$ cat config.mk
export PLATFORM = sky130hd
export DESIGN_NAME = button_press_mode_control
export DESIGN_NICKNAME = d
export VERILOG_FILES = /design/src/rtl/bpmc_pkg.sv /design/src/rtl/button_press_mode_control.sv
export SDC_FILE = /design/constraint.sdc
export NUM_CORES = 1
export LEC_CHECK = 0
export ABC_AREA = 1
export BUFFER_PORTS_ARGS = -buffer_cell sky130_fd_sc_hd__buf_4
export CORE_AREA = 4 4 145 91
export DETAILED_ROUTE_END_ITERATION = 8
export DIE_AREA = 0 0 149 95
export PLACE_DENSITY = 0.75
export SLEW_MARGIN = 0
export SYNTH_ARGS = -nofsm -noshare
export SYNTH_HDL_FRONTEND = slang
export SYNTH_SLANG_ARGS = --single-unit
$ cat constraint.sdc
create_clock -name clk -period 5.2 [get_ports clk]
set_input_delay 1.04 -clock clk [delete_from_list [all_inputs] [get_ports clk]]
set_output_delay 1.04 -clock clk [all_outputs]
set_load 0.01 [all_outputs]
$ cat src/rtl/bpmc_pkg.sv
// Shared types and constants for the button press mode control block.
package bpmc_pkg;

  localparam int unsigned DEB_W  = 10;
  localparam int unsigned TICK_W = 16;
  localparam int unsigned MODE_W = 2;
  localparam int unsigned CFG_IDX_W = 2;
  localparam int unsigned CFG_DATA_W = 16;

  localparam logic [DEB_W-1:0]  DEBOUNCE_RST   = 10'd50;
  localparam logic [TICK_W-1:0] LONG_PRESS_RST = 16'd1000;
  localparam logic [TICK_W-1:0] INTERVAL_RST   = 16'd5000;

  // Display mode in which a long press toggles mute.
  localparam logic [MODE_W-1:0] MUTE_MODE = 2'd1;

  typedef enum logic [CFG_IDX_W-1:0] {
    CFG_DEBOUNCE   = 2'd0,
    CFG_LONG_PRESS = 2'd1,
    CFG_INTERVAL   = 2'd2
  } cfg_idx_t;

  typedef enum logic [2:0] {
    EV_NONE          = 3'd0,
    EV_MODE_ADVANCED = 3'd1,
    EV_MUTE_TOGGLED  = 3'd2,
    EV_LONG_IGNORED  = 3'd3,
    EV_ALARM_STOP    = 3'd4
  } button_event_t;

  typedef struct packed {
    logic button_level;
    logic alarm_ringing;
    logic auto_enable_request;
  } bpmc_in_t;

  typedef struct packed {
    logic [MODE_W-1:0] display_mode;
    logic              auto_mode;
    logic              muted;
    button_event_t     button_event;
    logic              auto_advanced;
    logic              debounced_level;
  } bpmc_out_t;

endpackage

$ cat src/rtl/button_press_mode_control.sv
// Button press mode control: debouncer, press classifier and display mode rotation.
//
// Usage: each input transaction on in_* is one millisecond tick carrying the
// raw active-low button level, the alarm-ringing flag and an auto rotation
// enable request. Every accepted tick produces exactly one result transaction
// on out_* with the display mode, auto and mute flags, the button event and
// the debounced level after that tick.
// Registers are written through cfg_* (index 0 debounce ticks, 1 long press
// ticks, 2 mode interval ticks); cfg_ready is always high, writes to index 3
// are dropped. Write them only while no tick is in flight.
// A tick's result is registered and shown on out_* in the cycle after its
// acceptance. Throughput is one tick per cycle while results are taken; all
// state is updated by a single pass of counter, compare and mode increment
// logic at acceptance. The result register holds one transaction; when the
// receiver stalls, in_ready drops until that result is taken, so nothing is lost.
// Reset (rst_n low, synchronous) restores the default registers, releases
// the debouncer, selects mode 0 with auto rotation on and mute off, and
// empties the result register.
module button_press_mode_control
  import bpmc_pkg::*;
#(
  parameter int unsigned MODE_COUNT = 3
) (
  input  logic                  clk,
  input  logic                  rst_n,
  input  logic                  in_valid,
  output logic                  in_ready,
  input  bpmc_in_t              in_data,
  output logic                  out_valid,
  input  logic                  out_ready,
  output bpmc_out_t             out_data,
  input  logic                  cfg_valid,
  output logic                  cfg_ready,
  input  logic [CFG_IDX_W-1:0]  cfg_index,
  input  logic [CFG_DATA_W-1:0] cfg_wdata
);

  localparam logic [MODE_W-1:0] LAST_MODE = MODE_W'(MODE_COUNT - 1);
  localparam logic [DEB_W-1:0]  DEB_MAX   = '1;
  localparam logic [TICK_W-1:0] TICK_MAX  = '1;

  logic [DEB_W-1:0]  debounce_r;
  logic [TICK_W-1:0] long_press_r;
  logic [TICK_W-1:0] interval_r;

  logic              prev_raw_r, prev_raw_nxt;
  logic              stable_r, stable_nxt;
  logic [DEB_W-1:0]  tsc_r, tsc_nxt;
  logic              pending_r, pending_nxt;
  logic [TICK_W-1:0] press_r, press_nxt;
  logic [MODE_W-1:0] mode_r, mode_nxt;
  logic              auto_en_r, auto_en_nxt;
  logic              mute_r, mute_nxt;
  logic [TICK_W-1:0] tsa_r, tsa_nxt;
  logic              out_valid_r;
  bpmc_out_t         out_data_r, out_data_nxt;

  logic              in_fire;
  logic [MODE_W-1:0] mode_btn;
  logic              auto_btn;
  logic              advanced;
  button_event_t     event_c;

  function automatic logic [MODE_W-1:0] next_mode(input logic [MODE_W-1:0] m);
    next_mode = (m == LAST_MODE) ? '0 : m + MODE_W'(1);
  endfunction

  assign in_ready  = !out_valid_r || out_ready;
  assign in_fire   = in_valid && in_ready;
  assign cfg_ready = 1'b1;
  assign out_valid = out_valid_r;
  assign out_data  = out_data_r;

  always_comb begin
    tsc_nxt      = (tsc_r == DEB_MAX) ? tsc_r : tsc_r + DEB_W'(1);
    press_nxt    = (pending_r && press_r != TICK_MAX) ? press_r + TICK_W'(1) : press_r;
    tsa_nxt      = (tsa_r == TICK_MAX) ? tsa_r : tsa_r + TICK_W'(1);
    prev_raw_nxt = in_data.button_level;
    stable_nxt   = stable_r;
    pending_nxt  = pending_r;
    mute_nxt     = mute_r;
    mode_btn     = mode_r;
    auto_btn     = auto_en_r;
    event_c      = EV_NONE;
    advanced     = 1'b0;

    if (in_data.button_level != prev_raw_r) begin
      tsc_nxt = '0;
    end
    if (in_data.auto_enable_request) begin
      auto_btn = 1'b1;
      tsa_nxt  = '0;
    end

    if (tsc_nxt > debounce_r && in_data.button_level != stable_r) begin
      stable_nxt = in_data.button_level;
      if (!in_data.button_level) begin
        press_nxt   = '0;
        pending_nxt = 1'b1;
      end else if (pending_r) begin
        pending_nxt = 1'b0;
        priority if (in_data.alarm_ringing) begin
          event_c = EV_ALARM_STOP;
        end else if (press_nxt < long_press_r) begin
          mode_btn = next_mode(mode_r);
          auto_btn = 1'b0;
          event_c  = EV_MODE_ADVANCED;
        end else if (mode_r == MUTE_MODE) begin
          mute_nxt = !mute_r;
          event_c  = EV_MUTE_TOGGLED;
        end else begin
          event_c = EV_LONG_IGNORED;
        end
      end
    end

    mode_nxt    = mode_btn;
    auto_en_nxt = auto_btn;
    // Auto rotation runs after the button so a short press can cancel it.
    if (auto_btn && tsa_nxt >= interval_r) begin
      tsa_nxt  = '0;
      mode_nxt = next_mode(mode_btn);
      advanced = 1'b1;
    end

    out_data_nxt.display_mode    = mode_nxt;
    out_data_nxt.auto_mode       = auto_en_nxt;
    out_data_nxt.muted           = mute_nxt;
    out_data_nxt.button_event    = event_c;
    out_data_nxt.auto_advanced   = advanced;
    out_data_nxt.debounced_level = stable_nxt;
  end

  always_ff @(posedge clk) begin
    if (!rst_n) begin
      debounce_r   <= DEBOUNCE_RST;
      long_press_r <= LONG_PRESS_RST;
      interval_r   <= INTERVAL_RST;
    end else if (cfg_valid && cfg_ready) begin
      unique case (cfg_index)
        CFG_DEBOUNCE:   debounce_r   <= cfg_wdata[DEB_W-1:0];
        CFG_LONG_PRESS: long_press_r <= cfg_wdata[TICK_W-1:0];
        CFG_INTERVAL:   interval_r   <= cfg_wdata[TICK_W-1:0];
        default: ;
      endcase
    end
  end

  always_ff @(posedge clk) begin
    if (!rst_n) begin
      prev_raw_r  <= 1'b1;
      stable_r    <= 1'b1;
      tsc_r       <= '0;
      pending_r   <= 1'b0;
      press_r     <= '0;
      mode_r      <= '0;
      auto_en_r   <= 1'b1;
      mute_r      <= 1'b0;
      tsa_r       <= '0;
      out_valid_r <= 1'b0;
    end else begin
      if (in_fire) begin
        prev_raw_r <= prev_raw_nxt;
        stable_r   <= stable_nxt;
        tsc_r      <= tsc_nxt;
        pending_r  <= pending_nxt;
        press_r    <= press_nxt;
        mode_r     <= mode_nxt;
        auto_en_r  <= auto_en_nxt;
        mute_r     <= mute_nxt;
        tsa_r      <= tsa_nxt;
      end
      if (in_fire) begin
        out_valid_r <= 1'b1;
      end else if (out_ready) begin
        out_valid_r <= 1'b0;
      end
    end
  end

  always_ff @(posedge clk) begin
    if (in_fire) begin
      out_data_r <= out_data_nxt;
    end
  end

endmodule

==> results of run 1 <==
kinds of logic (layout without fill, tap and decap cells):
| logic type | count (synthesis) | in the layout | share of synthesized area, % |
|---|---|---|---|
| buf+inv | 156 | 184 | 10.5 |
| compound gates | 191 | 191 | 19.1 |
| simple gates | 268 | 268 | 21.2 |
| other cells | 1 | 1 | 0.0642 |
| flops | 101 | 101 | 36.2 |
| fa+ha+maj | 44 | 44 | 9.43 |
| xor+xnor | 24 | 24 | 3.60 |
layer usage:
metal / up-vias / track usage, % / wire length (um)
met5: - / 0 / 0
met4: 0 / 3.66 / 99
met3: 10 / 4.56 / 841
met2: 142 / 27.9 / 5230
met1: 2199 / 30.2 / 7090
li1: 2643 / - / -
how the worst min path moves through the flow:
| stage | start | to | slack (ps) | depth (start not counted) |
|---|---|---|---|---|
| global route | long_press_r[11] | long_press_r[11] | 480 | 2 |
| finish | long_press_r[2] | long_press_r[2] | 460 | 2 |
| global placement | long_press_r[4] | long_press_r[4] | 450 | 2 |
| floorplan | debounce_r[2] | debounce_r[2] | 440 | 2 |
| detailed placement | interval_r[13] | interval_r[13] | 450 | 2 |
| CTS | interval_r[13] | interval_r[13] | 460 | 2 |
synth_stat cells (3+ instances only):
cell / instances / area share, %
sky130_fd_sc_hd__o21ai_1: 3 / 0.26
sky130_fd_sc_hd__edfxtp_1: 9 / 4.6
sky130_fd_sc_hd__a22oi_1: 9 / 1.2
sky130_fd_sc_hd__dfxtp_1: 92 / 32
sky130_fd_sc_hd__nor2_1: 50 / 3.2
sky130_fd_sc_hd__ha_1: 44 / 9.4
sky130_fd_sc_hd__nand2_1: 134 / 8.6
sky130_fd_sc_hd__inv_1: 126 / 8.1
sky130_fd_sc_hd__nand3_1: 27 / 2.3
sky130_fd_sc_hd__o211ai_1: 16 / 2.1
sky130_fd_sc_hd__nand4_1: 16 / 1.7
sky130_fd_sc_hd__o21ai_0: 56 / 4.8
sky130_fd_sc_hd__a21oi_1: 80 / 6.9
sky130_fd_sc_hd__nand2_2: 4 / 0.43
sky130_fd_sc_hd__xnor2_1: 12 / 1.8
sky130_fd_sc_hd__clkbuf_1: 23 / 1.5
sky130_fd_sc_hd__a21oi_2: 11 / 1.6
sky130_fd_sc_hd__xor2_1: 12 / 1.8
sky130_fd_sc_hd__nand3_2: 8 / 1.4
sky130_fd_sc_hd__nor3_1: 15 / 1.3
sky130_fd_sc_hd__a211oi_1: 9 / 1.2
worst max-delay path, stage by stage (launching register included):
cell	delay [ps]
sky130_fd_sc_hd__dfxtp_1	430
sky130_fd_sc_hd__ha_1	250
sky130_fd_sc_hd__nand3_1	90
sky130_fd_sc_hd__nor2_1	150
sky130_fd_sc_hd__nand3_1	150
sky130_fd_sc_hd__nor2_1	110
sky130_fd_sc_hd__inv_1	60
sky130_fd_sc_hd__nor2_1	200
sky130_fd_sc_hd__inv_1	150
sky130_fd_sc_hd__nand4_1	120
sky130_fd_sc_hd__nand2_1	60
sky130_fd_sc_hd__nand2_1	50
sky130_fd_sc_hd__nor2_1	60
sky130_fd_sc_hd__ha_1	290
sky130_fd_sc_hd__nand2_1	60
sky130_fd_sc_hd__nor3_1	230
sky130_fd_sc_hd__o21ai_1	110
sky130_fd_sc_hd__nand3_1	80
sky130_fd_sc_hd__o21ai_1	120
sky130_fd_sc_hd__a21oi_2	150
sky130_fd_sc_hd__nand2_1	110
sky130_fd_sc_hd__nor2_2	210
sky130_fd_sc_hd__nand3_4	140
sky130_fd_sc_hd__nand2_4	90
sky130_fd_sc_hd__inv_4	50
sky130_fd_sc_hd__nand2_8	130
sky130_fd_sc_hd__nand3_1	90
sky130_fd_sc_hd__a21oi_1	160
area by class of cell:
type | count | area [um2] | area share [%]
Sequential cell | 101 | 2110 | 32.5
Clock inverter | 2 | 35.0 | 0.538
Timing Repair Buffer | 40 | 300 | 4.62
Inverter | 129 | 487 | 7.48
Multi-Input combinational cell | 528 | 3120 | 47.9
Clock buffer | 13 | 250 | 3.85
Tap cell | 165 | 206 | 3.17
registers in the layout (all words and copies together), names as in the netlist:
signal / flops
debounce_r: 10
stable_r: 1
interval_r: 16
pending_r: 1
auto_en_r: 1
mode_r: 2
tsa_r: 16
out_data: 9
out_valid: 1
long_press_r: 16
mute_r: 1
press_r: 16
tsc_r: 10
prev_raw_r: 1
power groups by stage:
stage / registers [mW] / clock network (mW) / logic (mW)
floorplan: 0.850 / 0 / 0.126
global placement: 0.851 / 0 / 0.188
detailed placement: 0.851 / 0 / 0.191
CTS: 0.834 / 0.671 / 0.192
global route: 0.838 / 0.705 / 0.218
finish: 0.835 / 0.658 / 0.193
per-stage QoR:
stage | utilization, % | area (um2) | worst slack (ps) | cells
floorplan | - | 5840 | 1630 | 785
global placement | 52.4 | 6220 | 1260 | 963
detailed placement | 52.4 | 6220 | 1120 | 963
CTS | 54.8 | 6510 | 1280 | 978
global route | 54.8 | 6510 | 711 | 978
finish | 54.8 | 6510 | 1240 | 978
==> run summary, run 1 <==
After routing, the total negative slack on setup checks comes to 0 ps. Buffers inserted during clock tree synthesis total 9. The tree is rooted in a sky130_fd_sc_hd__clkbuf_16. The internal power of the cells totals 1.27 mW. The initial utilization of the core area, before any placement, comes to 49.2%. The clock period minus final worst setup slack is 3960 ps. Dividing the detail-routed via count by the number of cells gives 5.11.

The critical path data arrival time is 4220 ps. The detailed-route wire length is 13300 um. The CTS tree is built. The worst setup path is of the reg -> reg kind.

The final weighted congestion in routability-driven placement came out at 0.953. The worst clock skew on the final layout came out at 7.51 ps. The register bit count reported by yosys is 101. The area of the die came out at 0.0142 mm2. Setup repair after global routing left no endpoint under its margin. The placeable core region came out at 0.0119 mm2. The number of warnings issued by yosys came out at 0. The number of nets in the synthesized netlist came out at 855. The first routing iteration left 424 violations. No sink is reached through more buffers than the 2 on the longest clock path. The floorplan step set the die width to 149 um. The clock network latency to the later pin of the worst-skew pair is 340 ps. The power density normalized to cell area came out at 259 mW/mm2. The reported leakage power is 2.88 nW. The first global-routing pass estimated 22400 um of wire. Leaving out fill and tap cells, the most frequent cells in the layout are sky130_fd_sc_hd__nand2_1 (134), sky130_fd_sc_hd__inv_1 (126), sky130_fd_sc_hd__dfxtp_1 (92). The average routed wire per standard cell is 13.6 um. The via count is 4994. The maximum operating frequency came out at 253 MHz. The clock transition at the registers of the reported paths is 70 ps. The net count of the finished layout is 879. The proportion of power drawn by flip-flops and latches is 49.5%.

The number of hold violations in the final report is 0. The post-synthesis instance total came out at 785. In the final layout, the share of cells above drive strength 1 is 10.8%. The leading cell type in the layout, fill and taps excluded is sky130_fd_sc_hd__nand2_1. The number of unique standard cell types used by synthesis is 45. The post-CTS repair timing setup buffer count came out at 0. The flop-to-flop setup slack is 1240 ps.

The number of instances resized during post-cts repair is 0. The post-route antenna net violation count is 0. The site row count is 31. At the pin with the least slew margin, the transition time is 861 ps. The flow ran to the end, and the final reports show no timing, DRC or antenna violations. In this run the critical register-to-register path is launched from tsc_r[0].

Of all nets on the critical path, the largest fanout is 17. The most used flip-flop cell after synthesis is sky130_fd_sc_hd__dfxtp_1. From synthesis to final layout, the design area changed by 11.4%. The endpoint identified for the worst register-to-register timing path is tsa_r[6]. The number of global-route vias before repair came to 4472.

In this run, the combinational gates consume 11.4% of the power. The data required time of the critical path is 5460 ps. The number of H-tree levels is 3. Counting flops with an async set or reset pin after synthesis yields a share of 0%. For this run, design rule violations remaining after detail routing come to 0. The worst min-delay path category is reg -> reg. The average cell area after synthesis is 7.44 um2. The relative contribution of the clock network to total power is 39.1%. The vertical die dimension is 95 um. The largest net degree at the start of global routing came out at 54. Yosys mapped a number of flops with a built-in enable equal to 9. The number of max-slew violations in the final report came to 0.

The initial antenna violation count is 0. For this design the top-level I/O count stands at 38. The number of max-cap violations came out at 0. The number of search-and-repair iterations in the first detailed-routing pass is 5. The count of final setup violators came out at 0. The switching fraction of total power is 24.7%. The critical path launch point type is a flip-flop.

The number of antenna diodes in the final layout is 0. In this run the tool buffered the top-level ports with 36 buffer cells. Measured in cells, the most critical reg-to-reg path has a length of 27. The quantity of hold-fixing buffers added after cts came out at 0.

Global routing used 19.7% of the available tracks across all layers. Hold is met by 462 ps. The number of filler instances in the final layout is 1126. The HPWL after detailed placement is 9780 um. The end point of the critical path is tsa_r[6]. The total power is 1.69 mW.

The worst setup path is captured at a flip-flop. VDD sags by at most 0.154 mV. The post-synthesis instance area is 0.00584 mm2.

The worst pin sits at a relative slew slack of 42.2%. The most critical setup path has its startpoint at tsc_r[0]. The sequential-to-total area share from yosys stat came out at 36.2%. The power spent charging and discharging nets is 417 uW. The total clock sinks came out at 101. The share of the cycle needed by the critical path after routing came out at 76.1%.

The global route total overflow came out at 0.
(Power assumes the default switching activity.)
==> run 2: changes to the inputs <==
==> constraint.sdc (replaced) <==
create_clock -name clk -period 4.1 [get_ports clk]
set_input_delay 0.82 -clock clk [delete_from_list [all_inputs] [get_ports clk]]
set_output_delay 0.82 -clock clk [all_outputs]
set_load 0.01 [all_outputs]
==> run summary, run 2 (synthesis results as in run 1) <==
Leaving out fill and tap cells, the most frequent cell in the layout is sky130_fd_sc_hd__nand2_1. The placeable core region is 0.0119 mm2 (unchanged). The top fanout value on the critical path is 17 (unchanged). In the layout the commonest cells are sky130_fd_sc_hd__nand2_1 (134), sky130_fd_sc_hd__inv_1 (125), sky130_fd_sc_hd__dfxtp_1 (91). The final non-filler cell area came out at 0.00655 mm2 (+0.73%). The number of cells on the worst hold path is 2 (unchanged). The number of global-route vias before repair was 4588 (+2.6%). The worst clock skew on the final layout came out at 6.10 ps (-1.42 ps). The clock transition at the registers of the reported paths was 70 ps (about the same). The flop-to-flop setup slack is 410 ps (-830 ps).

STA classifies the critical path endpoint as a flip-flop. The number of top-level pins is 38 (unchanged). The placed cell area is 0.00624 mm2 (+0.36%).

The worst min-delay path endpoint is long_press_r[13]. The ratio of routed vias to standard cells came out at 5.18 (+1.5%). The detailed-route wire length is 13700 um (+3.5%). The number of port buffers is 36 (unchanged). The number of max-cap violations came out at 0 (unchanged). The chip width came out at 149 um (unchanged). The number of DRC violations after detailed-routing iteration 0 was 329 (-22%). The wire length on met1 came out at 7250 um (+2.2%). The net count of the finished layout was 882 (+0.34%). The largest net degree at the start of global routing came out at 54 (unchanged). The DRC violation count after routing was 0 (unchanged). The number of filler instances in the final layout is 1146 (+1.8%). The startpoint identified for the worst hold timing path is long_press_r[13].

The area growth from synthesis to layout came out at 12.2%. The HPWL after detailed placement came to 10200 um (+4.0%). The via count is 5091 (+1.9%). The normalized max-slew margin is 43.5% (+1.3 points). The endpoint identified for the worst register-to-register timing path is tsa_r[10]. The initial antenna violation count is 0 (unchanged).

The wire length on met2 is 5470 um (+4.6%). The maximum resistive drop on vdd came out at 0.222 mV (+43%). The number of cells on the worst reg-to-reg path is 27 (unchanged). The area of the die is 0.0142 mm2 (unchanged). The number of hold violations in the final report was 0 (unchanged). The post-route antenna net violation count came to 0 (unchanged).

The average routed wire per standard cell was 14.0 um (+3.1%). The vertical die dimension is 95 um (unchanged). The clock network latency to the later pin of the worst-skew pair is 350 ps (about the same). The reported leakage power came out at 2.90 nW (+0.61%). The number of search-and-repair iterations in the first detailed-routing pass is 5 (unchanged). The wire length of the first global-routing pass is 22900 um (+2.2%). In this run the worst hold path is classified as reg -> reg. The clock period minus final worst setup slack was 3690 ps (-270 ps). The count of final setup violators came to 0 (unchanged). The final weighted congestion in routability-driven placement came out at 0.923 (-3.2%). The total clock sinks is 101 (unchanged). TritonCTS built the clock tree. The power density normalized to cell area is 325 mW/mm2 (+25%). The total global routing track utilization is 20.2% (+0.53 points). By startpoint and endpoint, the worst setup path is classified as reg -> reg. The maximum operating frequency came to 271 MHz (+7.3%). The detailed-routed wire length on met3 is 897 um (+6.7%).

The number of H-tree levels came out at 3 (unchanged). The deepest clock path buffer count is 2 (unchanged). The final setup TNS is 0 ps (unchanged). The number of clock buffers inserted by TritonCTS came out at 9 (unchanged). Setup repair after global routing left no endpoint under its margin.

In this run the clock root is driven by a sky130_fd_sc_hd__clkbuf_16. The count of inserted antenna diode cells came out at 0 (unchanged). The site row count is 31 (unchanged). The number of max-slew violations in the final report was 0 (unchanged). The post-CTS repair timing setup buffer count is 0 (unchanged). The run finished with clean final reports. The starting utilization of the core area came to 49.2% (unchanged). The data required time of the critical path is 4370 ps (-1090 ps). In this run the worst setup path begins at tsc_r[1]. The global route total overflow came out at 0 (unchanged).

The worst register-to-register path begins at tsc_r[1]. The critical path data arrival time is 3960 ps (-260 ps). STA classifies the critical path startpoint as a flip-flop. The fraction of layout instances using a drive strength above 1 is 12.1% (+1.3 points). The transition at the pin with the smallest max-transition slack is 842 ps (-18.8 ps).

Routed signal wires occupy layers up through met4. The share of the cycle needed by the critical path after routing came out at 89.9% (+14 points).
[run 2: changes by cell type in the layout (fill, tap and decap cells not counted), moves of 2 or more]
cell / change
sky130_fd_sc_hd__clkbuf_1: -2
sky130_fd_sc_hd__clkinvlp_4: +3
sky130_fd_sc_hd__nor2_4: +2
sky130_fd_sc_hd__buf_4: +3
[run 2: critical path, cell delays in order (launching register included)]
cell,delay [ps]
sky130_fd_sc_hd__dfxtp_1,380
sky130_fd_sc_hd__ha_2,220
sky130_fd_sc_hd__nand3_1,80
sky130_fd_sc_hd__nor2_1,160
sky130_fd_sc_hd__nand3_1,150
sky130_fd_sc_hd__nor2_1,120
sky130_fd_sc_hd__inv_1,80
sky130_fd_sc_hd__nor2_4,130
sky130_fd_sc_hd__inv_2,80
sky130_fd_sc_hd__nand4_1,100
sky130_fd_sc_hd__nand2_1,60
sky130_fd_sc_hd__nand2_1,60
sky130_fd_sc_hd__nor2_1,50
sky130_fd_sc_hd__ha_1,280
sky130_fd_sc_hd__nand2_1,50
sky130_fd_sc_hd__nor3_1,200
sky130_fd_sc_hd__o21ai_1,110
sky130_fd_sc_hd__nand3_1,80
sky130_fd_sc_hd__o21ai_1,110
sky130_fd_sc_hd__a21oi_2,150
sky130_fd_sc_hd__nand2_1,120
sky130_fd_sc_hd__nor2_4,160
sky130_fd_sc_hd__nand3_4,130
sky130_fd_sc_hd__nand2_4,90
sky130_fd_sc_hd__inv_4,50
sky130_fd_sc_hd__nand2_8,130
sky130_fd_sc_hd__nand3_1,90
sky130_fd_sc_hd__a21oi_1,150
[run 2: where the power goes]
| part | total, mW | switching, mW | internal [mW] |
|---|---|---|---|
| registers | 1.06 | 0.0204 | 1.04 |
| logic | 0.250 | 0.164 | 0.0867 |
| clock network | 0.820 | 0.390 | 0.429 |
| total | 2.13 | 0.574 | 1.55 |
[run 2: layer usage]
| metal | global-route usage [%] | vias up |
|---|---|---|
| met5 | 0 | - |
| li1 | - | 2657 |
| met3 | 4.51 | 10 |
| met2 | 28.9 | 141 |
| met1 | 30.9 | 2283 |
| met4 | 4.11 | 0 |
[run 2: timing repair]
action / 4_1_cts / 5_1_grt
setup endpoints to repair: 0 / 40
hold buffers: 0 / 0
resized for setup: 0 / 8
[run 2: worst max path at each step]
stage | end | slack [ps]
finish | tsa_r[10] | 410
global route | tsa_r[10] | 30
CTS | tsa_r[10] | 170
detailed placement | mute_r | 180
global placement | out_data[1] | 370
floorplan | out_data[1] | 590
[run 2: through the flow]
stage | hold WS, ps | power [mW] | cells | setup WS (ps) | util, %
finish | 466 | 2.13 | 982 | 414 | 55.2
floorplan | 435 | 1.24 | 785 | 592 | -
detailed placement | 457 | 1.32 | 966 | 184 | 52.6
global placement | 451 | 1.32 | 966 | 371 | 52.6
global route | 488 | 2.21 | 982 | 33.5 | 55.2
CTS | 468 | 2.13 | 982 | 172 | 55.0
[run 2: area by class of cell]
type,count,area (um2),area share (%)
tap,165,206,3.15
sequential,101,2110,32.2
clock inverter,5,36.3,0.554
timing repair buffer,43,323,4.93
inverter,129,487,7.43
clock buffer,11,243,3.70
multi-input combinational,528,3150,48.0
==> run 3: changes to the inputs <==
--- a/config.mk
+++ b/config.mk
@@ -5,11 +5,10 @@
 export SDC_FILE = /design/constraint.sdc
 export NUM_CORES = 1
 export LEC_CHECK = 0
-export ABC_AREA = 1
 export BUFFER_PORTS_ARGS = -buffer_cell sky130_fd_sc_hd__buf_4
-export CORE_AREA = 4 4 145 91
+export CORE_AREA = 4 4 146 92
 export DETAILED_ROUTE_END_ITERATION = 8
-export DIE_AREA = 0 0 149 95
+export DIE_AREA = 0 0 150 96
 export PLACE_DENSITY = 0.75
 export SLEW_MARGIN = 0
 export SYNTH_ARGS = -nofsm -noshare
==> run summary, run 3 <==
The cell-internal power is 1.56 mW (+0.73%). The post-synthesis instance total is 742 (-5.5%). The proportion of power drawn by flip-flops and latches is 49.3% (-0.4 points). The worst clock skew on the final layout was 7.54 ps (+1.44 ps). The net count of the finished layout came out at 836 (-5.2%). The top fanout value on the critical path is 11 (-6). The post-CTS repair timing setup buffer count was 0 (unchanged). The number of unique standard cell types used by synthesis is 63 (+40%).

The logic gate share of total power came out at 8.6% (-3.2 points). The count of final setup violators is 0 (unchanged). The CTS tree is built.

The final non-filler cell area is 0.00671 mm2 (+2.4%). The area of the die came to 0.0144 mm2 (+1.7%). The area share of xor/xnor cells in the synthesized design is 4.59% (+0.99 points). The total power came out at 2.09 mW (-1.7%). The clock transition at the registers of the reported paths came out at 70 ps (about the same). The number of hold violations in the final report is 0 (unchanged). The sequential-to-total area share from yosys stat is 35.7% (-0.49 points). The number of max-cap violations came out at 0 (unchanged).

The number of port buffers came out at 36 (unchanged). The final design utilization was 56.2% (+0.94 points). The site row count is 31 (unchanged).

The wire length of the first global-routing pass was 25800 um (+13%). The global route total overflow came out at 0 (unchanged). The vertical die dimension is 96 um (+1.1%). The async set-reset flop share out of synthesis is 0% (unchanged).

The number of global-route vias before repair was 5021 (+9.4%). The HPWL after detailed placement is 11900 um (+17%). In the post-synthesis netlist, the biggest area contributors are sky130_fd_sc_hd__dfxtp_1 (31%), sky130_fd_sc_hd__ha_1 (9.3%), sky130_fd_sc_hd__nand2_1 (8.7%).

The wire length on met2 came out at 6480 um (+18%). The area growth from synthesis to layout is 13.3%. The final hold slack came to 457 ps (-8.96 ps). The total global routing track utilization came to 22.8% (+2.6 points). The count of flip-flops with a built-in enable after synthesis is 9 (unchanged). The initial antenna violation count is 0 (unchanged). The number of instances resized during post-cts repair came out at 0 (unchanged).

The number of top-level pins came to 38 (unchanged). The cell with the most instances after synthesis is sky130_fd_sc_hd__nand2_1. The number of max-slew violations in the final report is 0 (unchanged).

The critical path data arrival time came out at 4130 ps (+170 ps). The power spent charging and discharging nets is 527 uW (-8.3%). The normalized max-slew margin came out at 51.1% (+7.6 points). Routed signal wires occupy layers up through met4. The clock period minus final worst setup slack came out at 3850 ps (+160 ps). The number of clock buffers inserted by TritonCTS came out at 9 (unchanged). The average cell area after synthesis is 7.98 um2 (+7.2%). The largest net degree at the start of global routing came to 52 (-3.7%).

The reported leakage power came out at 2.61 nW (-10%). The count of placed standard cells including taps was 920 (-4.8%). The portion of netlist area occupied by mux cells is 2.13% (+2.1 points).

The share of Yosys cell area claimed by the top area cell type came to 31.1% (-0.43 points). The run finished with clean final reports. The final setup TNS is 0 ps (unchanged).

The deepest clock path buffer count came to 2 (unchanged). The DRC violation count after routing came out at 0 (unchanged). The average routed wire per standard cell is 16.9 um (+21%). The data required time of the critical path is 4380 ps (about the same). The clock network latency to the later pin of the worst-skew pair is 350 ps (about the same).

The flop-to-flop setup slack came out at 250 ps (-160 ps). The detailed-route wire length came out at 15900 um (+16%). The number of DRC violations after detailed-routing iteration 0 came out at 557 (+69%).

The placeable core region is 0.0119 mm2 (+0.65%). In this run the worst hold path is classified as reg -> reg. The library cell used as clock root buffer is sky130_fd_sc_hd__clkbuf_16. The ratio of routed vias to standard cells is 5.91 (+14%). The dominant combinational cell family by area after synthesis is simple AND/OR/NAND/NOR gates.

The wire length on met1 came out at 7490 um (+3.4%). The starting utilization of the core area is 49.6% (+0.35 points). The number of filler instances in the final layout is 1106 (-3.5%).

The post-route antenna net violation count was 0 (unchanged). The library cells used most frequently in the layout, excluding fill and tap cells, are sky130_fd_sc_hd__nand2_1 (138), sky130_fd_sc_hd__dfxtp_1 (92), sky130_fd_sc_hd__a21oi_1 (72). The post-placement setup slack is 50.2 ps (-134 ps). The detailed-routed wire length on met3 came to 1740 um (+94%). In the synthesized netlist, the cells that appear most often are sky130_fd_sc_hd__nand2_1 (138), sky130_fd_sc_hd__dfxtp_1 (92), sky130_fd_sc_hd__a21oi_1 (72). Setup repair after global routing left no endpoint under its margin. The maximum resistive drop on vdd came out at 0.182 mV (-18%).

The complex-gate fraction of the synthesized area came to 19.1% (about the same). The number of H-tree levels came to 3 (unchanged). The fraction of layout instances using a drive strength above 1 came out at 11.5% (-0.57 points).

The transition at the pin with the smallest max-transition slack came out at 731 ps (-110 ps). The relative contribution of the clock network to total power was 42.1% (+3.6 points). The switching fraction of total power is 25.2% (-1.8 points). The number of nets in the synthesized netlist came out at 812 (-5.0%). The quantity of hold-fixing buffers added after cts is 0 (unchanged).

The via count was 5529 (+8.6%). The share of the cycle needed by the critical path after routing came to 93.8% (+3.9 points). The post-route non-filler standard cell count is 936 (-4.7%). The number of search-and-repair iterations in the first detailed-routing pass is 5 (unchanged).

The post-synthesis share of cell area spent on full adders, half adders and majority gates came to 9.30% (-0.13 points). The count of inserted antenna diode cells is 0 (unchanged). The worst-case setup margin in the final layout came to 253 ps (-160 ps).

The critical path in this run is classified as reg -> reg. The worst setup path is captured at a flip-flop. The power density normalized to cell area came out at 312 mW/mm2 (-4.0%). The leading cell type in the layout, fill and taps excluded is sky130_fd_sc_hd__nand2_1. For this run, the leading register cell type out of synthesis is sky130_fd_sc_hd__dfxtp_1. The placed cell area is 0.00637 mm2 (+2.1%). The post-synthesis instance area came out at 0.00592 mm2 (+1.4%). The multi-input logic area was 0.00351 mm2 (+12%).

The area share of and/or/nand/nor cells after synthesis came out at 23.6% (+2.4 points). The register bit count reported by yosys came to 101 (unchanged). The chip width is 150 um (+0.67%). The area taken by flip-flops and latches is 0.00211 mm2 (about the same).

The biggest area contributor in the post-synthesis netlist is sky130_fd_sc_hd__dfxtp_1. The critical path launch point type is a flip-flop. The final weighted congestion in routability-driven placement came to 0.956 (+3.7%). The number of warnings issued by yosys was 0 (unchanged). The total clock sinks is 101 (unchanged). The maximum operating frequency is 260 MHz (-4.2%).
run 3: power by group through the flow:
stage	Sequential (mW)	Clock (mW)	Combinational [mW]
after global routing	1.03	0.927	0.198
after global placement	1.05	0	0.169
final	1.03	0.880	0.179
after floorplan	1.05	0	0.104
after CTS	1.03	0.894	0.176
after detailed placement	1.05	0	0.174
run 3: cells by family (layout without fill, tap and decap cells):
kind of cell	count (synthesis)	after routing
flops	101	101
fa+ha+maj	44	44
simple gates	292	292
other cells	1	1
compound gates	175	175
xor+xnor	31	31
mux	12	12
buf+inv	86	115
run 3: path summary, 6_finish.rpt:
check | startpoint | end | cells past startpoint
setup / recovery | tsc_r[0] | press_r[13] | 13
hold / removal | interval_r[6] | interval_r[6] | 2
setup reg to reg | tsc_r[0] | press_r[13] | 13
hold reg to reg | interval_r[6] | interval_r[6] | 2
run 3: worst max-delay path, cell delays in order (launching register included):
cell and delay, ps:
sky130_fd_sc_hd__dfxtp_1 420, sky130_fd_sc_hd__ha_1 210, sky130_fd_sc_hd__nand3_1 180, sky130_fd_sc_hd__or3_4 460, sky130_fd_sc_hd__nand4_1 150, sky130_fd_sc_hd__xor2_1 160
sky130_fd_sc_hd__nor2_1 80, sky130_fd_sc_hd__ha_1 330, sky130_fd_sc_hd__a21oi_1 140, sky130_fd_sc_hd__o21ai_0 120, sky130_fd_sc_hd__a2111o_2 610, sky130_fd_sc_hd__a21o_1 300
sky130_fd_sc_hd__or3b_2 490, sky130_fd_sc_hd__a21oi_1 140
run 3: final cells by class:
class,instances,area share [%]
clock buffers,9,3.36
clock inverters,7,1.21
inverters,49,2.74
multi-input cells,555,52.3
flip-flops and latches,101,31.5
well taps,165,3.08
repair buffers,50,5.78
run 3: metal layers:
metal,vias to the layer above,global-route usage [%]
li1,2666,-
met1,2582,33.8
met2,261,33.1
met3,20,6.31
met4,0,4.26
met5,-,0
